## src/rtl/core/obsl_pkg.sv

```systemverilog
// Shared types, sizes and helpers for the opening book sorted lookup block.
`default_nettype none

package obsl_pkg;

  // Table sizes
  localparam int MAX_ENTRIES   = 1024;
  localparam int MOVES_PER_KEY = 32;
  localparam int MAX_MOVES     = 4096;

  localparam int ENTRY_IW = (MAX_ENTRIES > 1) ? $clog2(MAX_ENTRIES) : 1;
  localparam int ECNT_W   = $clog2(MAX_ENTRIES + 1);
  localparam int MOVE_IW  = (MAX_MOVES > 1) ? $clog2(MAX_MOVES) : 1;
  localparam int MFILL_W  = $clog2(MAX_MOVES + 1);
  localparam int MCNT_W   = $clog2(MOVES_PER_KEY + 1);

  // Field widths
  localparam int KEY_W   = 64;
  localparam int WORD_W  = 16;
  localparam int SQ_W    = 3;
  localparam int DMOVE_W = 4 * SQ_W;
  localparam int MNUM_W  = 5;

  // Commands
  localparam logic [1:0] CMD_LOAD  = 2'd0;
  localparam logic [1:0] CMD_FIND  = 2'd1;
  localparam logic [1:0] CMD_CLEAR = 2'd2;

  // Promotion codes that are kept, and the top row index
  localparam logic [SQ_W-1:0] PROMO_NONE  = 3'd0;
  localparam logic [SQ_W-1:0] PROMO_QUEEN = 3'd4;
  localparam logic [SQ_W-1:0] ROW_TOP     = 3'd7;

  typedef struct packed {
    logic [1:0]        command;
    logic [KEY_W-1:0]  key;
    logic [WORD_W-1:0] move_word;
  } in_item_t;

  typedef struct packed {
    logic              found;
    logic [SQ_W-1:0]   from_file;
    logic [SQ_W-1:0]   from_rank;
    logic [SQ_W-1:0]   to_file;
    logic [SQ_W-1:0]   to_rank;
    logic [MNUM_W-1:0] move_number;
    logic              last;
  } out_item_t;

  // Controller to datapath
  typedef struct packed {
    logic load;
    logic clear;
    logic find_init;
    logic probe;
    logic step;
    logic hit;
    logic move_rd;
    logic out_move;
    logic out_miss;
    logic out_pop;
    logic adv;
  } ctrl_cmd_t;

  // Datapath to controller
  typedef struct packed {
    logic range_empty;
    logic key_eq;
    logic out_last;
  } dp_stat_t;

  // Decoded move: from_file, from_rank, to_file, to_rank with ranks flipped
  function automatic logic [DMOVE_W-1:0] decode_move(input logic [WORD_W-1:0] w);
    logic [SQ_W-1:0] tf, tr, ff, fr;
    tf = w[2:0];
    tr = ROW_TOP - w[5:3];
    ff = w[8:6];
    fr = ROW_TOP - w[11:9];
    return {ff, fr, tf, tr};
  endfunction

endpackage

`default_nettype wire

```

## src/rtl/core/obsl_ctrl.sv

```systemverilog
// Controller state machine for the opening book sorted lookup block.
`default_nettype none

module obsl_ctrl (
  input  wire logic              clk,
  input  wire logic              rst_n,
  input  wire logic              in_valid,
  input  wire logic [1:0]        in_command,
  input  wire logic              out_stall,
  input  wire obsl_pkg::dp_stat_t stat,
  output obsl_pkg::ctrl_cmd_t    cmd,
  output logic                   idle
);

  typedef enum logic [5:0] {
    S_IDLE  = 6'b000001,
    S_PROBE = 6'b000010,
    S_CMP   = 6'b000100,
    S_MREAD = 6'b001000,
    S_FILL  = 6'b010000,
    S_EMIT  = 6'b100000
  } state_t;

  state_t state_r, state_nxt;
  logic   accept;

  assign idle   = (state_r == S_IDLE);
  assign accept = idle && in_valid;

  always_comb begin
    state_nxt = state_r;
    cmd       = '0;
    case (state_r)
      S_IDLE: begin
        if (accept) begin
          if (in_command == obsl_pkg::CMD_LOAD) begin
            cmd.load = 1'b1;
          end else if (in_command == obsl_pkg::CMD_CLEAR) begin
            cmd.clear = 1'b1;
          end else if (in_command == obsl_pkg::CMD_FIND) begin
            cmd.find_init = 1'b1;
            state_nxt     = S_PROBE;
          end
        end
      end
      S_PROBE: begin
        if (stat.range_empty) begin
          cmd.out_miss = 1'b1;
          state_nxt    = S_EMIT;
        end else begin
          cmd.probe = 1'b1;
          state_nxt = S_CMP;
        end
      end
      S_CMP: begin
        if (stat.key_eq) begin
          cmd.hit   = 1'b1;
          state_nxt = S_MREAD;
        end else begin
          cmd.step  = 1'b1;
          state_nxt = S_PROBE;
        end
      end
      S_MREAD: begin
        cmd.move_rd = 1'b1;
        state_nxt   = S_FILL;
      end
      S_FILL: begin
        cmd.out_move = 1'b1;
        state_nxt    = S_EMIT;
      end
      S_EMIT: begin
        if (!out_stall) begin
          cmd.out_pop = 1'b1;
          if (stat.out_last) begin
            state_nxt = S_IDLE;
          end else begin
            cmd.adv   = 1'b1;
            state_nxt = S_MREAD;
          end
        end
      end
      default: begin
        state_nxt = S_IDLE;
      end
    endcase
  end

  always_ff @(posedge clk) begin
    if (!rst_n) begin
      state_r <= S_IDLE;
    end else begin
      state_r <= state_nxt;
    end
  end

  // A compare always follows a probe read
  a_cmp_after_probe: assert property (@(posedge clk) disable iff (!rst_n)
    (state_r == S_CMP) |-> ($past(state_r) == S_PROBE))
    else $error("compare state entered without a probe");

  // After a pop, the controller moves on to idle or move read
  a_pop_leaves_emit: assert property (@(posedge clk) disable iff (!rst_n)
    cmd.out_pop |=> (state_r == S_IDLE || state_r == S_MREAD))
    else $error("emit state held after pop");

endmodule

`default_nettype wire

```

## config.mk

```make
export PLATFORM = sky130hd
export DESIGN_NAME = obsl_ctrl
export DESIGN_NICKNAME = d
export VERILOG_FILES = /design/src/rtl/core/obsl_pkg.sv /design/src/rtl/core/obsl_ctrl.sv
export SDC_FILE = /design/constraint.sdc
export NUM_CORES = 1
export LEC_CHECK = 0
export BUFFER_PORTS_ARGS = -buffer_cell sky130_fd_sc_hd__buf_4
export CORE_AREA = 5 5 42 44
export DETAILED_ROUTE_END_ITERATION = 8
export DIE_AREA = 0 0 47 49
export REMOVE_ABC_BUFFERS = 1
export SYNTH_ARGS = -nofsm -noshare
export SYNTH_HDL_FRONTEND = slang
export SYNTH_SLANG_ARGS = --single-unit
```

## constraint.sdc

```tcl
create_clock -name clk -period 1.5 [get_ports clk]
set_clock_uncertainty 0.2 [all_clocks]
set_input_delay 0.15 -clock clk [delete_from_list [all_inputs] [get_ports clk]]
set_output_delay 0.15 -clock clk [all_outputs]
set_load 0.05 [all_outputs]
```

# ---- Word level (Yosys, flattened, before mapping)
# Index checks and enable logic that the tools add are counted.
dict set report word_totals {
  mem_count 0
  latchBits 0
  register_bits 6
  mem_bits_rw 0
  rom_bits 0
  inputBits 9
}
dict set report op_classes {
  n_eq_ne 13
  n_shift 0
  order_cmp 0
  n_mux 28
  n_div 0
  mul 0
  reduce_logical 3
  bitwise 0
  addsub 0
}
# cell n
set op_table {}
lappend op_table {{6-bit 2-to-1 mux} 6}
lappend op_table {{6-bit case mux with 6 select lines} 1}
lappend op_table {{1-bit 2-to-1 mux} 13}
lappend op_table {{2-bit 2-to-1 mux} 4}
lappend op_table {{4-bit 2-to-1 mux} 2}
lappend op_table {{6-bit by 1-bit == test with 1-bit output, second input constant} 1}
lappend op_table {{6-bit by 2-bit == test with 1-bit output, second input constant} 1}
lappend op_table {{6-bit by 3-bit == test with 1-bit output, second input constant} 1}
lappend op_table {{6-bit by 4-bit == test with 1-bit output, second input constant} 1}
lappend op_table {{6-bit by 5-bit == test with 1-bit output, second input constant} 1}
lappend op_table {{6-bit == test, second input constant} 1}
lappend op_table {{3-bit 2-to-1 mux} 2}
lappend op_table {{2-bit inequality test, second input constant} 3}
lappend op_table {{5-bit AND reduction} 1}
lappend op_table {{2-bit by 1-bit inequality test with 1-bit output, second input constant} 2}
lappend op_table {{2-bit by 1-bit == test with 1-bit output, second input constant} 1}
lappend op_table {{2-bit == test, second input constant} 1}
lappend op_table {{2-bit logical NOT} 1}
lappend op_table {{1-bit logical AND} 1}

# ---- Longest topological paths before layout
dict set report depth {
  depth_word 6
  depth_mapped 5
  depth_no_buf 4
}

# ---- Worst setup path after synthesis
# Ideal clock, no wire load.
dict set report synth_timing {
  path_type {reg2out}
  from {register state_r[5]}
  to {output port cmd[10] (netlist bit)}
  required_time_ns 1.150
  setup_slack_ns -0.956
  arrival_ns 2.106
  path_stages_with_launch 6
  cell_sequence {dfxtp_1 buf_6 nor4_4 and2_4 nand2_4 nor3_1}
}
# item line_no
set synth_lines {}
lappend synth_lines {{from (decl)} obsl_ctrl.sv:24} ;# state_t state_r, state_nxt;
lappend synth_lines {{from (signal assigned)} obsl_ctrl.sv:93} ;# state_r <= state_nxt;
lappend synth_lines {{to (decl)} obsl_ctrl.sv:11} ;# output obsl_pkg::ctrl_cmd_t cmd,

==> flow_summary.toml <==
[min_path]
whs_path_depth = 3
min_from = "stat[0]"
holdCritPathClass = "input pin to flip-flop"
hold_end = "state_r[3]"

[synthesis]
synth_flop_cell = "dfxtp_1"
netlist_area_sq_um = 460.4
ys_types = 28
yosysWarnings = 0
syn_inst = 55
seq_area_frac_synth_pct = 26.09
syn_avg_cell_area_sq_um = 8.372
synth-edff-count = 0
ys_async_sr_fraction_pct = 0
synth-seq-cells = 6

[sta]
fin_ws_ps = -349.6
clock.fmax_mhz = 540.7
setup_tns_ps = -2996
slew_headroom_pct = 83.97
rsz0062_at_grt = "yes"
finalCritPeriodShare_pct = 123.3
slew_violations = 0
setup_viol = 15
period_minus_slack_ps = 1850
hold_viol_final = 0
worst-slew-pin-transition_ps = 238.7

[clocking]
cts.sinks = 6
root_buffer = "clkbuf_4"
cts_inserted_buffers = 3
htree_levels = 1
insertion_delay_ps = 240
path_clk_slew_ps = 40
cts_tree = "done"
cts_buffer_depth = 2

[layout]
synthToLayoutAreaGrowth_pct = 118.5
utilization_pct = 71.79
largest_register = "state_r"
nets = 110
final_area_sq_um = 1006
largest_register_ff_count = 6
diodes = 0
reg.largest.list = "state_r: 6 flops"
drive_gt1_share_pct = 77.78
fillers = 105

[placed_design]
placed_cell_area_sq_um = 681.9
portBuffers = 20
place_hpwl_um = 984.9
place.gp.congestion = 0.7863

[grt]
grt.total_usage_pct = 14.91
antenna_found_initial = 0
grt_max_degree = 9
busiest_layer = "met1"
grt_overflow = 0
use_met3_pct = 5.904
grt_pass1_wl_um = 2553
grt_util_met1_pct = 21.78
grt_pass1_vias = 553
use_met2_pct = 20.59

[setup_path]
timing.rr.end = "state_r[5]"
cp-end-kind = "primary output"
rr_worst_depth = 7
critPathArrivalTime_ps = 1500
worstSetupPathType = "flip-flop to primary output"
path_max_fanout = 3
cp-startpoint = "state_r[3]"
cp-start-kind = "flip-flop"
r2r_start = "state_r[3]"
ff2ff_setup_slack_ps = -150
crit_required_ps = 1150

[pwr]
ir_worst_vdd_mv = 0.7718
power_density_nw_per_um2 = 814.3
p_leak_nw = 0.4380

[route]
wl_um = 1608
vias = 564
drt_first_pass_iters = 4
ant_nets = 0
via_per_inst = 4.904
wl_per_cell_um = 13.98
drc_errors = 0
drtIter0Drc = 6

[floorplanning]
rows = 14
die_area_sq_um = 2303
ios = 21
die-height_um = 49
start_util_pct = 32.86
dieWidth_um = 47
coreArea_sq_um = 1401

[job]
max_cap_violations = 0

[status]
status = "finished with violations"
violations = "negative setup slack"
## per-stage QoR
| stage | setup slack (ps) | total power, mW | cells | hold slack (ps) |
|---|---|---|---|---|
| 3_5_place_dp | -86.50 | 0.5182 | 98 | 137.9 |
| 5_1_grt | -437.2 | 0.8697 | 115 | 37.71 |
| 2_1_floorplan | -938.4 | 0.3926 | 52 | 28.35 |
| 3_3_place_gp | -66.88 | 0.5147 | 98 | 136.4 |
| 4_1_cts | -347.0 | 0.7648 | 109 | 33.92 |
| 6_report | -349.6 | 0.8191 | 115 | 39.36 |
## critical path, stage by stage (launching register included)
cell and delay, ps:
dfxtp_2 330, nor4_4 300, and2_4 210, nand2_4 60, nor3b_2 180, buf_6 180
## cell families (layout without fill, tap and decap cells)
| group | count (synthesis) | in the layout | synth area share [%] |
|---|---|---|---|
| and+or+nand+nor | 36 | 36 | 53.26 |
| AOI/OAI and AO/OA | 8 | 8 | 12.77 |
| DFF | 6 | 6 | 26.09 |
| buffers and inverters | 4 | 48 | 5.977 |
| xor gates and xnor gates | 1 | 1 | 1.903 |
## layout make-up
class	instances	area (sq um)	area share, %
Timing Repair Buffer	44	425.4	42.29
Multi-Input combinational cell	45	401.6	39.93
Sequential cell	6	132.6	13.18
Clock buffer	3	22.52	2.239
Tap cell	16	20.02	1.990
Inverter	1	3.754	0.3731
## power breakdown
group | internal [mW] | total [mW] | leakage, nW | switching (mW)
combinational | 0.247 | 0.484 | 0.373 | 0.237
clock | 0.0903 | 0.145 | 0.0138 | 0.0546
sequential | 0.172 | 0.190 | 0.0513 | 0.0179
## Yosys cell counts, types with 2 or more instances
master / count / share of area, %
nor2_1: 10 / 8.2
dfxtp_1: 6 / 26
nand3_1: 5 / 5.4
nor2b_1: 3 / 4.1
nor3_1: 3 / 3.3
and4_1: 2 / 3.8
nor3_2: 2 / 4.3
nor3b_2: 2 / 5.4
o21ai_0: 2 / 2.2
o21ba_1: 2 / 4.3
## worst max path at each step
stage          endpoint  slack, ps  cells after the start
2_1_floorplan   cmd[10]       -940                      4
3_5_place_dp     cmd[9]        -90                      5
6_report         cmd[8]       -350                      5
5_1_grt          cmd[8]       -440                      5
3_3_place_gp     cmd[9]        -70                      5
4_1_cts          cmd[8]       -350                      5
## placed cells by master, fill, tap and decap left out, drive strengths merged
cell type,instances
nor2,10
and4,2
nand3,6
and3b,1
o21ai,2
inv,1
nand3b,1
clkbuf,3
a21o,1
nor3b,3
o21ba,2
and2,1
buf,42
xor2,1
a21oi,1
nor3,5
nor4,1
dlygate4sd3,2
nand4,1
o311ai,1
o211ai,1
nand2,2
nor2b,3
dfxtp,6
## per-layer routing
metal / vias up / part of all wire (%)
met4: 0 / 0.87
li1: 285 / -
met5: - / 0
met1: 263 / 43
met2: 14 / 52
met3: 2 / 3.9
## timing repair
item,in CTS,in global routing
hold buffers,2,0
pin swaps,10,10
resized for setup,32,23
endpoints found under the hold margin,2,0
endpoints found under the setup margin,12,18
buffers inserted,6,6
Note: power is estimated with default switching activity, not from simulation.
